===== src/hw/rtl/bphi_pkg.sv =====
// shared types, constants and helpers for the bucket probe hash insert unit
// no dependencies; imported by the controller, datapath and top level
package bphi_pkg;

  localparam int START_SLOTS  = 16;
  localparam int SIZE_LEVELS  = 7;
  localparam int BUCKET_SLOTS = 4;
  localparam int BANK_DEPTH   = START_SLOTS << (SIZE_LEVELS - 1);
  localparam int ADDR_W       = $clog2(BANK_DEPTH);
  localparam int SLOT_W       = $clog2(BUCKET_SLOTS);
  localparam int LEVEL_W      = 3;
  localparam int CNT_W        = 11;
  localparam int KEY_W        = 64;
  localparam int VAL_W        = 64;

  // result status codes
  localparam logic [1:0] ST_OK     = 2'd0;
  localparam logic [1:0] ST_LOCKED = 2'd1;
  localparam logic [1:0] ST_LIMIT  = 2'd2;

  // operation codes
  localparam logic OP_INSERT = 1'b0;
  localparam logic OP_CLEAR  = 1'b1;

  typedef struct packed {
    logic             operation;
    logic [KEY_W-1:0] key;
    logic [VAL_W-1:0] value;
  } in_item_t;

  typedef struct packed {
    logic [1:0]       status;
    logic [CNT_W-1:0] table_size;
    logic [CNT_W-1:0] key_count;
  } out_item_t;

  // controller to datapath
  typedef struct packed {
    logic       capture;
    logic       clr_all;
    logic       clr_a;
    logic       clr_new;
    logic       sweep_clr;
    logic       sweep_inc;
    logic       i_clr;
    logic       i_inc;
    logic       j_clr;
    logic       j_inc;
    logic       rd_old;
    logic       ins_wr;
    logic       live_inc;
    logic       rh_latch;
    logic       rh_wr;
    logic       cnt_inc;
    logic       grow_commit;
    logic       clear_commit;
    logic       load_out;
    logic [1:0] status;
  } cmd_t;

  // datapath to controller
  typedef struct packed {
    logic op;
    logic lock;
    logic sweep_last;
    logic i_last;
    logic j_last;
    logic level_max;
    logic ins_hit;
    logic ins_empty;
    logic old_zero;
    logic rh_hit;
    logic rh_empty;
  } stat_t;

  // slot index mask for a table of START_SLOTS << level slots
  function automatic logic [ADDR_W-1:0] level_mask(input logic [LEVEL_W-1:0] level);
    int unsigned s;
    s = (START_SLOTS << level) - 1;
    return ADDR_W'(s);
  endfunction

  // first slot of the bucket a key maps to
  function automatic logic [ADDR_W-1:0] bucket_base(input logic [KEY_W-1:0] key,
                                                    input logic [LEVEL_W-1:0] level);
    return key[ADDR_W-1:0] & level_mask(level) & ~ADDR_W'(BUCKET_SLOTS - 1);
  endfunction

  function automatic logic [CNT_W-1:0] slots_at(input logic [LEVEL_W-1:0] level);
    return CNT_W'(START_SLOTS << level);
  endfunction

endpackage


===== src/hw/rtl/bphi_controller.sv =====
// controller: sequences clearing, bucket probes, growth and rehash, result handoff
// depends on bphi_pkg; commands bphi_datapath through cmd_t
module bphi_controller
  import bphi_pkg::*;
(
  input  logic  clk,
  input  logic  rst,
  input  logic  in_valid,
  output logic  in_ready,
  output logic  out_valid,
  input  logic  out_ready,
  input  stat_t stat,
  output cmd_t  cmd
);

  localparam logic [3:0] S_CLR_ALL = 4'd0;
  localparam logic [3:0] S_IDLE    = 4'd1;
  localparam logic [3:0] S_DISP    = 4'd2;
  localparam logic [3:0] S_CLR_A   = 4'd3;
  localparam logic [3:0] S_PRD     = 4'd4;
  localparam logic [3:0] S_PCHK    = 4'd5;
  localparam logic [3:0] S_GCLR    = 4'd6;
  localparam logic [3:0] S_RRD     = 4'd7;
  localparam logic [3:0] S_RCHK    = 4'd8;
  localparam logic [3:0] S_RPRD    = 4'd9;
  localparam logic [3:0] S_RPCHK   = 4'd10;
  localparam logic [3:0] S_FIN     = 4'd11;

  logic [3:0] state, state_next;
  logic [1:0] res, res_next;
  logic       out_valid_next;

  assign in_ready = (state == S_IDLE);

  always_comb begin
    logic adv_i;
    adv_i          = 1'b0;
    cmd            = '0;
    cmd.status     = res;
    state_next     = state;
    res_next       = res;
    out_valid_next = out_valid && !out_ready;
    case (state)
      S_CLR_ALL: begin
        cmd.clr_all   = 1'b1;
        cmd.sweep_inc = 1'b1;
        if (stat.sweep_last) state_next = S_IDLE;
      end
      S_IDLE: begin
        if (in_valid) begin
          cmd.capture = 1'b1;
          state_next  = S_DISP;
        end
      end
      S_DISP: begin
        cmd.sweep_clr = 1'b1;
        cmd.j_clr     = 1'b1;
        if (stat.op == OP_CLEAR) begin
          state_next = S_CLR_A;
        end else if (stat.lock) begin
          res_next   = ST_LOCKED;
          state_next = S_FIN;
        end else begin
          state_next = S_PRD;
        end
      end
      S_CLR_A: begin
        cmd.clr_a     = 1'b1;
        cmd.sweep_inc = 1'b1;
        if (stat.sweep_last) begin
          cmd.clear_commit = 1'b1;
          res_next         = ST_OK;
          state_next       = S_FIN;
        end
      end
      S_PRD: state_next = S_PCHK;
      S_PCHK: begin
        if (stat.ins_hit) begin
          res_next   = ST_OK;
          state_next = S_FIN;
        end else if (stat.ins_empty) begin
          cmd.ins_wr   = 1'b1;
          cmd.live_inc = 1'b1;
          res_next     = ST_OK;
          state_next   = S_FIN;
        end else if (!stat.j_last) begin
          cmd.j_inc  = 1'b1;
          state_next = S_PRD;
        end else if (stat.level_max) begin
          res_next   = ST_LIMIT;
          state_next = S_FIN;
        end else begin
          cmd.sweep_clr = 1'b1;
          state_next    = S_GCLR;
        end
      end
      // empty the other bank before rehashing into it
      S_GCLR: begin
        cmd.clr_new   = 1'b1;
        cmd.sweep_inc = 1'b1;
        if (stat.sweep_last) begin
          cmd.i_clr  = 1'b1;
          state_next = S_RRD;
        end
      end
      S_RRD: begin
        cmd.rd_old = 1'b1;
        state_next = S_RCHK;
      end
      S_RCHK: begin
        if (stat.old_zero) begin
          adv_i = 1'b1;
        end else begin
          cmd.rh_latch = 1'b1;
          cmd.j_clr    = 1'b1;
          state_next   = S_RPRD;
        end
      end
      S_RPRD: state_next = S_RPCHK;
      S_RPCHK: begin
        if (stat.rh_hit) begin
          adv_i = 1'b1;
        end else if (stat.rh_empty) begin
          cmd.rh_wr   = 1'b1;
          cmd.cnt_inc = 1'b1;
          adv_i       = 1'b1;
        end else if (!stat.j_last) begin
          cmd.j_inc  = 1'b1;
          state_next = S_RPRD;
        end else begin
          adv_i = 1'b1;
        end
      end
      S_FIN: begin
        if (!out_valid || out_ready) begin
          cmd.load_out   = 1'b1;
          out_valid_next = 1'b1;
          state_next     = S_IDLE;
        end
      end
      default: state_next = S_IDLE;
    endcase
    // next old entry, or switch banks and retry the insert
    if (adv_i) begin
      if (stat.i_last) begin
        cmd.grow_commit = 1'b1;
        cmd.j_clr       = 1'b1;
        state_next      = S_PRD;
      end else begin
        cmd.i_inc  = 1'b1;
        state_next = S_RRD;
      end
    end
  end

  always_ff @(posedge clk) begin
    if (rst) begin
      state     <= S_CLR_ALL;
      res       <= ST_OK;
      out_valid <= 1'b0;
    end else begin
      state     <= state_next;
      res       <= res_next;
      out_valid <= out_valid_next;
    end
  end

endmodule


===== config.mk =====
export PLATFORM = sky130hd
export DESIGN_NAME = bphi_controller
export DESIGN_NICKNAME = d
export VERILOG_FILES = /design/src/hw/rtl/bphi_pkg.sv /design/src/hw/rtl/bphi_controller.sv
export SDC_FILE = /design/constraint.sdc
export NUM_CORES = 1
export LEC_CHECK = 0
export ABC_CLOCK_PERIOD_IN_PS = 2700
export BUFFER_PORTS_ARGS = -buffer_cell sky130_fd_sc_hd__buf_2
export CORE_UTILIZATION = 49
export CTS_CLUSTER_SIZE = 16
export DETAILED_ROUTE_END_ITERATION = 12
export PLACE_DENSITY_LB_ADDON = 0.25
export SLEW_MARGIN = 30
export SYNTH_ARGS = -nofsm -noshare
export SYNTH_HDL_FRONTEND = slang
export SYNTH_SLANG_ARGS = --single-unit
export TNS_END_PERCENT = 1

===== constraint.sdc =====
create_clock -name clk -period 2.7 [get_ports clk]
set_input_delay 0.54 -clock clk [delete_from_list [all_inputs] [get_ports clk]]
set_output_delay 0.54 -clock clk [all_outputs]
set_load 0.05 [all_outputs]

== Word level (Yosys, flattened, before mapping) ==
Cells that the tools add are included.
Word-level totals
  bits in read-only memories: 0
  memories kept: 0
  memory bits (writable): 0
  register bits: 7
  bits in latches: 0
  input port bits: 15
Operators by class
  bitwise logic cells: 0
  divide/modulo/power cells: 0
  reduce and logical (&&, ||, !) cells: 9
  multiply operators: 0
  $add $sub $neg: 0
  equal/unequal tests: 25
  shifts and indexed selects: 0
  mux-type cells: 70
  magnitude comparators: 0
Operators by type and width (count)
  4-bit 2-to-1 mux: 16
  4-bit one-hot mux with 12 select lines: 1
  1-bit 2-to-1 mux: 33
  2-bit 2-to-1 mux: 15
  3-bit inequality test (second input constant): 8
  4-bit by 3-bit == test with 1-bit output (second input constant): 4
  4-bit == test (second input constant): 4
  9-bit AND reduction: 1
  4-bit by 2-bit == test with 1-bit output (second input constant): 2
  4-bit inequality test (second input constant): 2
  1-bit one-hot mux with 2 select lines: 4
  2-bit inequality test (second input constant): 3
  2-bit one-hot mux with 3 select lines: 1
  6-bit AND reduction: 1
  4-bit by 1-bit == test with 1-bit output (second input constant): 1
  4-bit logical NOT: 1
  3-bit by 2-bit inequality test with 1-bit output (second input constant): 1
  3-bit nonzero test: 1
  3-bit OR reduction: 1
  1-bit logical NOT: 2
  1-bit logical AND: 1
  1-bit logical OR: 1

== Logic depth before layout (Yosys ltp) ==
Gate-level depths: netlist (run 1).
  word-level depth: 6
  gate-level depth with buffers: 7
  gate-level depth less buffers: 5

== Worst setup path after synthesis (run 1) ==
Ideal clock, no wire load.
  path kind: flip-flop to output port
  start: register state[2]
  end: output cmd[6] (netlist bit)
  arrival: 3.043 ns
  setup slack: -0.883 ns
  stages on the path, launching flop included: 5
  path buffers: 2
  path through: dfxtp_1 > buf_2 > or3b_4 > nor4b_1 > buf_4
RTL lines
  from (decl): RTL line bphi_controller.sv:29  | logic [3:0] state, state_next;
  from (signal assigned): RTL line bphi_controller.sv:162  | state <= state_next;
  to (decl): RTL line bphi_controller.sv:13  | output cmd_t cmd

==> summary.md, run 1 <==
| Metric | Value |
|---|---|
| Status | completed |
| Unique masters post-synth | 40 |
| Number of fill cells | 141 |
| # port buffers | 37 |
| RD Place Congestion | 0.9417 |
| CTS Root Cell | sky130_fd_sc_hd__clkbuf_4 |
| First-iteration detailed-routing DRC count | 20 |
| Endpoint with the worst hold slack | res[1]$_SDFFE_PP0P_ |
| Length in cells of the worst reg-to-reg path | 6 |
| Area share of the leading cell type in the synthesized netlist | 17.83% |
| Startpoint type of the worst setup path | primary input |
| Arrival @ worst endpoint | 2.02 ns |
| Chip width | 42.05 um |
| Hpwl dp | 1623 um |
| Final period utilization | 94.69% |
| Standard cell with the maximum stage delay on the critical path | sky130_fd_sc_hd__or4b_1 |
| FP Rows | 14 |
| Remaining antenna violation count after routing | 0 |
| I/O pin count | 38 |
| TritonCTS clock tree | done |
| Top cell by count, worst path | sky130_fd_sc_hd__buf_2 |
| Residual overflow from global routing | 0 |
| Via density per instance | 5.909 |
| Capturing element type of the critical path | output port |
| Max Fanout on Critical Path | 5 |
| Synth top area cells | sky130_fd_sc_hd__dfxtp_1, sky130_fd_sc_hd__nand2b_1, sky130_fd_sc_hd__a21oi_1, sky130_fd_sc_hd__nor3_1, sky130_fd_sc_hd__buf_4 |
| Quantity of hold-fixing buffers added after cts | 0 |
| Clock-pin slew on the worst setup and hold paths | 0.05 ns |
| List of cells traversed by the critical path | buf_2 -> or4b_1 -> o21ai_1 -> nor2_1 -> and2_1 -> a211o_1 -> buf_2 |
| Source-to-sink clock delay at the later pin of the worst-skew pair | 0.25 ns |
| Tightest slew margin relative to the limit | 70.10% |
| Synthesized area | 785.8 um2 |
| Worst reg-to-reg setup slack | 0.82 ns |
| Number of nets produced by synthesis | 126 |
| Maximum number of pins on one net before global-route repair | 24 |
| Routed length per placed instance | 12.78 um |
| Setup TNS after final layout | 0 ns |
| Total iterations of the first detailed-routing run | 4 |
| Min Clock Period, post-route | 2.557 ns |
| Maximum operating frequency | 0.3911 GHz |
| Reg-to-reg critical path endpoint | state[2]$_SDFFE_PP0P_ |
| Clock tree skew after final layout | 0.004517 ns |
| Number of sinks on the clock net | 7 |
| Residual DRC count | 0 |
| Crit-path max cell delay | 0.51 ns |
| Worst Hold Slack | 0.4647 ns |
| Worst Hold Launch | res[1]$_SDFFE_PP0P_ |
| Library cell with the largest summed area after synthesis | sky130_fd_sc_hd__dfxtp_1 |
| DIE HEIGHT | 42.05 um |
| Syn-to-layout area delta | 29.46% |
| Number of global-route vias before repair | 815 |
| Number of post-CTS setup repair buffers | 0 |
| Post-route core utilization | 67.52% |
| ANT cells | 0 |
| Data required time of the critical path | 2.16 ns |
| DR vias | 969 |
| Slew of the pin with the lowest slew margin | 0.4372 ns |
| Post-layout total power | 413.1 uW |
| Share of post-route cells with drive strength above 1 | 35.81% |
| Number of antenna violations at the first check in global routing | 0 |
| Worst R2R Start | state[2]$_SDFFE_PP0P_ |
| Global-route wire length before repair | 3505 um |
| Maximum vdd drop | 0.3423 mV |
| Final routed wirelength across all metal layers | 2096 um |
| RSZ-0062 raised after global routing | no |
| Synthesized flop and latch total | 7 |
| Starting density of the core | 52.16% |
| Final hold violation count | 0 |
| Area of the core | 1506 um2 |
| Endpoints failing setup | 0 |
| Clock buffers created by TritonCTS | 3 |
| Depth of the worst hold-timing path | 2 |
| Static Leak | 0.4870 nW |
| Post-layout net count | 164 |
| Classification of the worst-slack hold path | flop to flop |
| Synth warnings | 0 |
| CP top delay family | simple AND/OR/NAND/NOR gates |
| Synthesized instance count | 111 |
| Power density relative to cell area | 406.1 nW/um2 |
| Critical path class | primary input to output port |
| Buffer and inverter count on the worst path | 2 |
| Tot GR Track Use | 25.40% |
| Pins over their slew limit | 0 |
| Number of buffers on the longest clock path | 2 |
| DIE AREA | 1768 um2 |
| H-tree depth reported by CTS | 1 |
| CTS resizes | 0 |
| Register area share after synthesis | 17.83% |
| Average footprint of a synthesized cell | 7.079 um2 |
| Max-cap violations | 0 |
[worst max path at each step]
stage                               start      end  depth (start not counted)
floorplan           state[2]$_SDFFE_PP0P_  cmd[12]                          4
global placement                  stat[6]  cmd[12]                          7
detailed placement                stat[6]  cmd[12]                          7
CTS                               stat[6]  cmd[12]                          7
global route                      stat[6]  cmd[12]                          7
finish                            stat[6]  cmd[12]                          7
[power breakdown]
part           internal, mW  total (mW)  switching [mW]
logic                0.0683       0.204           0.136
clock network        0.0542      0.0953          0.0411
registers             0.109       0.114         0.00482
total                 0.231       0.413           0.182
[routing by layer]
metal / track usage, % / share of wire (%) / wire [um] / vias to the layer above
met5: 0 / 0 / 0 / -
met4: 6.250 / 0 / 0 / 0
met3: 6.034 / 6.0 / 126 / 0
met2: 39.06 / 47 / 992 / 36
met1: 36.02 / 47 / 977 / 449
li1: - / - / - / 484
[logic make-up after synthesis]
family          synth area share (%)
compound gates                 28.82
buf+inv                        10.03
flops                          17.83
simple gates                   41.08
xor+xnor                       2.230
[Yosys cell counts]
cell type / instances
sky130_fd_sc_hd__nand4b_1: 1
sky130_fd_sc_hd__a22oi_1: 1
sky130_fd_sc_hd__a21oi_1: 10
sky130_fd_sc_hd__nor2_1: 9
sky130_fd_sc_hd__or3_1: 2
sky130_fd_sc_hd__nor3b_1: 1
sky130_fd_sc_hd__nor4b_1: 2
sky130_fd_sc_hd__a21o_1: 1
sky130_fd_sc_hd__dfxtp_1: 7
sky130_fd_sc_hd__a221oi_2: 1
sky130_fd_sc_hd__or4_1: 1
sky130_fd_sc_hd__nor3_1: 10
sky130_fd_sc_hd__o21ai_0: 2
sky130_fd_sc_hd__and2_1: 2
sky130_fd_sc_hd__xor2_1: 2
sky130_fd_sc_hd__a2111oi_0: 2
sky130_fd_sc_hd__a22o_1: 1
sky130_fd_sc_hd__a311oi_1: 1
sky130_fd_sc_hd__a211o_1: 2
sky130_fd_sc_hd__or3b_2: 1
sky130_fd_sc_hd__o31ai_1: 2
sky130_fd_sc_hd__or4b_1: 2
sky130_fd_sc_hd__nand3b_1: 1
sky130_fd_sc_hd__clkbuf_1: 1
sky130_fd_sc_hd__and2b_1: 1
sky130_fd_sc_hd__buf_2: 3
sky130_fd_sc_hd__a21boi_0: 1
sky130_fd_sc_hd__a211oi_1: 1
sky130_fd_sc_hd__o21ai_1: 4
sky130_fd_sc_hd__nand2b_1: 9
sky130_fd_sc_hd__o31a_1: 2
sky130_fd_sc_hd__o211a_1: 1
sky130_fd_sc_hd__nand2_1: 3
sky130_fd_sc_hd__o22ai_1: 1
sky130_fd_sc_hd__nor2b_1: 5
sky130_fd_sc_hd__or3b_4: 1
sky130_fd_sc_hd__nor4_1: 3
sky130_fd_sc_hd__inv_1: 5
sky130_fd_sc_hd__buf_4: 5
sky130_fd_sc_hd__buf_1: 1
[state kept, by name, indices dropped and copies added (netlist names)]
signal	count
state	4
res	2
out_valid	1
[per-stage QoR]
stage / instance area (um2) / instances / setup slack (ns)
2_1_floorplan: 798.3 / 111 / -0.3449
3_3_place_gp: 988.4 / 160 / 0.1858
3_5_place_dp: 988.4 / 160 / 0.1609
4_1_cts: 1016 / 164 / 0.1584
5_1_grt: 1017 / 164 / 0.02978
6_report: 1017 / 164 / 0.1434
[worst register-to-register path, stage by stage (launching register included)]
cell and delay, ns:
sky130_fd_sc_hd__dfxtp_1 0.34, sky130_fd_sc_hd__buf_4 0.25, sky130_fd_sc_hd__nor4_1 0.11, sky130_fd_sc_hd__a22o_1 0.25, sky130_fd_sc_hd__or3_1 0.35, sky130_fd_sc_hd__or3_1 0.35, sky130_fd_sc_hd__a21oi_1 0.17
[layout make-up]
| class | instances | area [um2] | area share [%] |
|---|---|---|---|
| multi-input combinational | 89 | 579.3 | 56.95 |
| clock inverter | 1 | 5.005 | 0.4920 |
| sequential | 7 | 141.4 | 13.90 |
| tap | 16 | 20.02 | 1.968 |
| timing repair buffer | 43 | 230.2 | 22.63 |
| clock buffer | 3 | 22.52 | 2.214 |
| inverter | 5 | 18.77 | 1.845 |
[placed cells by master, fill, tap and decap left out, types with 3 or more instances in the layout]
cell type and count:
sky130_fd_sc_hd__nor2_1 9, sky130_fd_sc_hd__nor4_1 3, sky130_fd_sc_hd__nor2b_1 5, sky130_fd_sc_hd__buf_2 37, sky130_fd_sc_hd__clkbuf_4 3, sky130_fd_sc_hd__nand2b_1 9
sky130_fd_sc_hd__o21ai_1 4, sky130_fd_sc_hd__nand2_1 3, sky130_fd_sc_hd__a21oi_1 10, sky130_fd_sc_hd__inv_1 5, sky130_fd_sc_hd__buf_4 6, sky130_fd_sc_hd__nor3_1 10
sky130_fd_sc_hd__dfxtp_1 6
Note: power is estimated with default switching activity, not from simulation.
==> run 2: changes to the inputs <==
--- a/config.mk
+++ b/config.mk
@@ -6,10 +6,11 @@
 export NUM_CORES = 1
 export LEC_CHECK = 0
 export ABC_CLOCK_PERIOD_IN_PS = 2700
-export BUFFER_PORTS_ARGS = -buffer_cell sky130_fd_sc_hd__buf_2
-export CORE_UTILIZATION = 49
+export CORE_UTILIZATION = 60
 export CTS_CLUSTER_SIZE = 16
 export DETAILED_ROUTE_END_ITERATION = 12
+export DONT_BUFFER_PORTS = 1
+export GPL_TIMING_DRIVEN = 0
 export PLACE_DENSITY_LB_ADDON = 0.25
 export SLEW_MARGIN = 30
 export SYNTH_ARGS = -nofsm -noshare
==> constraint.sdc (replaced) <==
create_clock -name clk -period 2.7 [get_ports clk]
set_input_delay 0.54 -clock clk [delete_from_list [all_inputs] [get_ports clk]]
set_output_delay 0.54 -clock clk [all_outputs]
set_load 0.01 [all_outputs]
==> summary.md, run 2 (same netlist as run 1, synthesis figures left out) <==
| Metric | Value |
|---|---|
| Number of sinks on the clock net | 7 (unchanged) |
| Routed length per placed instance | 15.56 um (+22%) |
| Clock-pin slew on the worst setup and hold paths | 0.05 ns (about the same) |
| Final routed wirelength across all metal layers | 2007 um (-4.2%) |
| Register with the highest flop count | state |
| Power density relative to cell area | 397.4 nW/um2 (-2.1%) |
| Min Clock Period, post-route | 2.524 ns (-0.03238 ns) |
| Clock buffers created by TritonCTS | 3 (unchanged) |
| DIE AREA | 1458 um2 (-17%) |
| Pins over their slew limit | 0 (unchanged) |
| Worst Hold Slack | 0.3422 ns (-0.1225 ns) |
| DR vias | 863 (-11%) |
| Length in cells of the worst reg-to-reg path | 5 (-1) |
| TritonCTS clock tree | done |
| Classification of the worst-slack hold path | primary input to flop |
| ANT cells | 0 (unchanged) |
| Layer with the highest usage | met2 |
| Via density per instance | 6.690 (+13%) |
| DIE HEIGHT | 38.19 um (-9.2%) |
| Final hold violation count | 0 (unchanged) |
| Start point of the critical path | state[2]$_SDFFE_PP0P_ |
| Source-to-sink clock delay at the later pin of the worst-skew pair | 0.26 ns (about the same) |
| CTS Root Cell | sky130_fd_sc_hd__clkbuf_4 |
| Chip width | 38.19 um (-9.2%) |
| Arrival @ worst endpoint | 1.98 ns (-0.04 ns) |
| Share of post-route cells with drive strength above 1 | 13.04% (-23 points) |
| M1 GR Usage | 40.29% (+4.3 points) |
| Worst Hold Launch | rst |
| Final period utilization | 93.49% (-1.2 points) |
| Highest-count cells in the layout ignoring fill and taps | sky130_fd_sc_hd__nor3_1, sky130_fd_sc_hd__a21oi_1, sky130_fd_sc_hd__nand2b_1, sky130_fd_sc_hd__nor2_1, sky130_fd_sc_hd__dfxtp_1 |
| Startpoint type of the worst setup path | flop |
| Critical path class | flop to output port |
| Total iterations of the first detailed-routing run | 4 (unchanged) |
| H-tree depth reported by CTS | 1 (unchanged) |
| Maximum number of pins on one net before global-route repair | 11 (-54%) |
| Residual overflow from global routing | 0 (unchanged) |
| Global-route wire length before repair | 3084 um (-12%) |
| RD Place Congestion | 0.9469 (+0.55%) |
| Number of antenna violations at the first check in global routing | 0 (unchanged) |
| Maximum vdd drop | 0.4139 mV (+21%) |
| RSZ-0062 raised after global routing | no |
| Number of buffers on the longest clock path | 2 (unchanged) |
| Max Fanout on Critical Path | 10 (+5) |
| Endpoints failing setup | 0 (unchanged) |
| Hpwl dp | 1534 um (-5.5%) |
| Clock tree skew after final layout | 0.002108 ns (-0.002409 ns) |
| Number of fill cells | 93 (-34%) |
| First-iteration detailed-routing DRC count | 44 (+120%) |
| Met3 Use GR | 6.977% (+0.94 points) |
| Setup TNS after final layout | 0 ns (unchanged) |
| FP Rows | 12 (-2) |
| Static Leak | 0.3180 nW (-35%) |
| Number of global-route vias before repair | 712 (-13%) |
| Residual DRC count | 0 (unchanged) |
| Largest register FFs | 4 (unchanged) |
| Met2 track demand over resource in global routing | 50.42% (+11 points) |
| Post-layout net count | 131 (-20%) |
| Remaining antenna violation count after routing | 0 (unchanged) |
| Tightest slew margin relative to the limit | 53.67% (-16 points) |
| Quantity of hold-fixing buffers added after cts | 0 (unchanged) |
| Depth of the worst hold-timing path | 1 (-1) |
| Design area | 835.8 um2 (-18%) |
| I/O pin count | 38 (unchanged) |
| # port buffers | 0 (-100%) |
| Capturing element type of the critical path | output port |
| Slew of the pin with the lowest slew margin | 0.6886 ns (+0.2515 ns) |
| Maximum operating frequency | 0.3962 GHz (+1.3%) |
| Placed cell area | 803.3 um2 (-19%) |
| Starting density of the core | 67.97% (+16 points) |
| Area of the core | 1156 um2 (-23%) |
| Worst R2R Start | state[2]$_SDFFE_PP0P_ |
| Max-cap violations | 0 (unchanged) |
| Data required time of the critical path | 2.16 ns (about the same) |
| Status | completed |
| Syn-to-layout area delta | 6.369% |
| Biggest regs | state (4), res (2), out_valid (1) |
| Tot GR Track Use | 31.17% (+5.8 points) |
==> run 2: path summary, 6_finish.rpt <==
kind	slack, ns	end
worst max-delay path	0.18	cmd[11]
worst min-delay path	0.34	out_valid$_SDFF_PP0_
worst max register to register	0.92	state[2]$_SDFFE_PP0P_
worst min register to register	0.51	res[1]$_SDFFE_PP0P_
==> run 2: worst max-delay path: stages (launching register included) <==
cell                      delay, ns
sky130_fd_sc_hd__dfxtp_1       0.35
sky130_fd_sc_hd__buf_2         0.20
sky130_fd_sc_hd__or3b_4        0.44
sky130_fd_sc_hd__or4b_1        0.47
sky130_fd_sc_hd__a21oi_1       0.26
==> run 2: cell type report <==
class / count / area (um2) / share of cell area (%)
clock buffer: 4 / 26.28 / 3.144
tap: 14 / 17.52 / 2.096
inverter: 5 / 18.77 / 2.246
buffer: 10 / 60.06 / 7.186
multi-input combinational: 89 / 573.1 / 68.56
sequential: 7 / 140.1 / 16.77
==> run 2: timing repair <==
action,4_1_cts,5_1_grt
setup buffers,0,0
endpoints found under the hold margin,0,0
resized for setup,0,1
endpoints found under the setup margin,0,1
==> run 2: stage by stage <==
stage / setup WS, ns / util [%] / cells / power (mW)
after global placement: 0.3822 / 69.48 / 125 / 0.2311
after floorplan: 0.4609 / - / 111 / 0.2129
after CTS: 0.09049 / 71.75 / 129 / 0.3309
after global routing: 0.09559 / 72.29 / 129 / 0.3520
after detailed placement: 0.3447 / 69.48 / 125 / 0.2327
final: 0.1757 / 72.29 / 129 / 0.3322
==> run 2: layer usage <==
layer,up-vias,routed length (um)
li1,420,-
met1,392,884
met2,47,931
met3,4,165
met4,0,25
met5,-,0
==> run 2: power breakdown <==
part | internal, mW | switching (mW) | leakage (nW)
combinational | 0.0464 | 0.0721 | 0.246
sequential | 0.109 | 0.00598 | 0.0568
clock | 0.0566 | 0.0423 | 0.0150
==> run 3: changes to the inputs <==
--- a/config.mk
+++ b/config.mk
@@ -6,12 +6,13 @@
 export NUM_CORES = 1
 export LEC_CHECK = 0
 export ABC_CLOCK_PERIOD_IN_PS = 2700
+export CORE_MARGIN = 2
 export CORE_UTILIZATION = 60
 export CTS_CLUSTER_SIZE = 16
 export DETAILED_ROUTE_END_ITERATION = 12
 export DONT_BUFFER_PORTS = 1
 export GPL_TIMING_DRIVEN = 0
-export PLACE_DENSITY_LB_ADDON = 0.25
+export PLACE_DENSITY_LB_ADDON = 0.2
 export SLEW_MARGIN = 30
 export SYNTH_ARGS = -nofsm -noshare
 export SYNTH_HDL_FRONTEND = slang
==> summary.md, run 3 (same netlist as run 1, synthesis figures left out) <==
| Metric | Value |
|---|---|
| Status | completed |
| Final hold violation count | 0 (unchanged) |
| # port buffers | 0 (unchanged) |
| Total iterations of the first detailed-routing run | 4 (unchanged) |
| Power density relative to cell area | 395.4 nW/um2 (-0.51%) |
| Data required time of the critical path | 2.16 ns (about the same) |
| First-iteration detailed-routing DRC count | 36 (-18%) |
| Slew of the pin with the lowest slew margin | 0.6711 ns (-0.01756 ns) |
| Maximum number of pins on one net before global-route repair | 11 (unchanged) |
| I/O pin count | 38 (unchanged) |
| Worst Hold Slack | 0.3432 ns (+0.001083 ns) |
| Critical path class | flop to output port |
| Biggest regs | state (4), res (2), out_valid (1) |
| Share of post-route cells with drive strength above 1 | 13.04% (unchanged) |
| RSZ-0062 raised after global routing | no |
| Global-route wire length before repair | 2987 um (-3.1%) |
| Highest routing layer actually used | met4 |
| Area of the core | 1269 um2 (+9.7%) |
| Residual overflow from global routing | 0 (unchanged) |
| Max Fanout on Critical Path | 10 (unchanged) |
| ANT cells | 0 (unchanged) |
| Min Clock Period, post-route | 2.545 ns (+0.02065 ns) |
| Met3 wire length | 175 um (+6.1%) |
| DR vias | 869 (+0.70%) |
| Number of global-route vias before repair | 713 (+0.14%) |
| Crit-path max cell delay | 0.48 ns (about the same) |
| Tightest slew margin relative to the limit | 54.85% (+1.2 points) |
| Worst slack at placement | 0.3419 ns (-0.002813 ns) |
| Syn-to-layout area delta | 6.529% |
| Number of antenna violations at the first check in global routing | 0 (unchanged) |
| Endpoints failing setup | 0 (unchanged) |
| DIE AREA | 1615 um2 (+11%) |
| Post-layout net count | 131 (unchanged) |
| Placed cell area | 804.5 um2 (+0.16%) |
| Static Leak | 0.3180 nW (unchanged) |
| Standard cell with the maximum stage delay on the critical path | sky130_fd_sc_hd__or4b_1 |
| Sum of met2 wire segment lengths after detailed routing | 1039 um (+12%) |
| Largest register FFs | 4 (unchanged) |
| RD Place Congestion | 0.9065 (-4.3%) |
| Final period utilization | 94.26% (+0.76 points) |
| Clock buffers created by TritonCTS | 3 (unchanged) |
| Register with the highest flop count | state |
| H-tree depth reported by CTS | 1 (unchanged) |
| Capturing element type of the critical path | output port |
| DIE HEIGHT | 40.19 um (+5.2%) |
| Number of sinks on the clock net | 7 (unchanged) |
| Final routed wirelength across all metal layers | 2155 um (+7.4%) |
| Clock tree skew after final layout | 0.01004 ns (+0.007928 ns) |
| Startpoint type of the worst setup path | flop |
| TritonCTS clock tree | done |
| Slack of the critical path | 0.1551 ns (-0.02065 ns) |
| Hpwl dp | 1601 um (+4.4%) |
| Routed length per placed instance | 16.58 um (+6.5%) |
| Number of buffers on the longest clock path | 2 (unchanged) |
| FP Rows | 13 (+1) |
| Via density per instance | 6.685 (about the same) |
| List of cells traversed by the critical path | buf_4 -> or3b_4 -> or4b_1 -> a21oi_1 |
| Highest-count cells in the layout ignoring fill and taps | sky130_fd_sc_hd__nor3_1, sky130_fd_sc_hd__a21oi_1, sky130_fd_sc_hd__nand2b_1, sky130_fd_sc_hd__nor2_1, sky130_fd_sc_hd__dfxtp_1 |
| Design area | 837.1 um2 (+0.15%) |
| Chip width | 40.19 um (+5.2%) |
| Maximum vdd drop | 0.4254 mV (+2.8%) |
| Tot GR Track Use | 28.82% (-2.4 points) |
| Quantity of hold-fixing buffers added after cts | 0 (unchanged) |
| Setup TNS after final layout | 0 ns (unchanged) |
| Clock-pin slew on the worst setup and hold paths | 0.06 ns (about the same) |
| Met1 routed wirelength after detailed routing | 923 um (+4.4%) |
| Residual DRC count | 0 (unchanged) |
| Starting density of the core | 61.93% (-6.0 points) |
| Source-to-sink clock delay at the later pin of the worst-skew pair | 0.26 ns (about the same) |
| Maximum operating frequency | 0.3929 GHz (-0.81%) |
| Arrival @ worst endpoint | 2.00 ns (+0.02 ns) |
| CTS Root Cell | sky130_fd_sc_hd__clkbuf_4 |
| Number of post-CTS setup repair buffers | 0 (unchanged) |
| Remaining antenna violation count after routing | 0 (unchanged) |
| Max-cap violations | 0 (unchanged) |
| Classification of the worst-slack hold path | primary input to flop |
| Pins over their slew limit | 0 (unchanged) |
[run 3: cell counts in the layout (fill, tap and decap cells not counted)]
Identical to the previous run, type by type.
[run 3: worst paths after layout]
kind | slack [ns] | to | depth (start not counted) | startpoint
worst max-delay path | 0.16 | cmd[11] | 4 | state[3]$_SDFFE_PP0P_
worst min-delay path | 0.34 | res[1]$_SDFFE_PP0P_ | 1 | rst
worst max register to register | 0.93 | state[1]$_SDFFE_PP0P_ | 5 | state[3]$_SDFFE_PP0P_
worst min register to register | 0.52 | res[1]$_SDFFE_PP0P_ | 2 | res[1]$_SDFFE_PP0P_
[run 3: per-layer routing]
metal / GRT usage (%) / vias to the layer above
li1: - / 424
met2: 47.98 / 43
met3: 10.00 / 2
met4: 6.667 / 0
met1: 35.45 / 400
met5: 0 / -
[run 3: layout make-up]
cell class | count | area (um2)
multi-input combinational | 89 | 573.1
sequential | 7 | 140.1
fill | 124 | 431.7
inverter | 5 | 18.77
tap | 15 | 18.77
buffer | 10 | 60.06
clock buffer | 4 | 26.28
[run 3: report_power, final]
group | leakage (nW) | internal (mW) | total, mW | switching, mW
logic | 0.246 | 0.0464 | 0.120 | 0.0736
clock network | 0.0150 | 0.0565 | 0.0962 | 0.0397
registers | 0.0568 | 0.109 | 0.115 | 0.00599
total | 0.318 | 0.212 | 0.331 | 0.119
[run 3: timing repair]
| action | 4_1_cts | 5_1_grt |
|---|---|---|
| endpoints found under the setup margin | 0 | 1 |
| resized for setup | 0 | 1 |
| hold endpoints to repair | 0 | 0 |
[run 3: worst max-delay path, delay by kind of cell (launching register included)]
family	cells	cell delay, ns
and+or+nand+nor	2	0.90
DFF	1	0.38
AOI/OAI and AO/OA	1	0.27
buffers and inverters	1	0.19
[run 3: metrics by stage]
stage	power [mW]	cells	utilization, %
2_1_floorplan	0.2129	111	-
4_1_cts	0.3316	130	65.48
3_5_place_dp	0.2333	126	63.41
5_1_grt	0.3521	130	65.98
6_report	0.3310	130	65.98
3_3_place_gp	0.2313	126	63.41
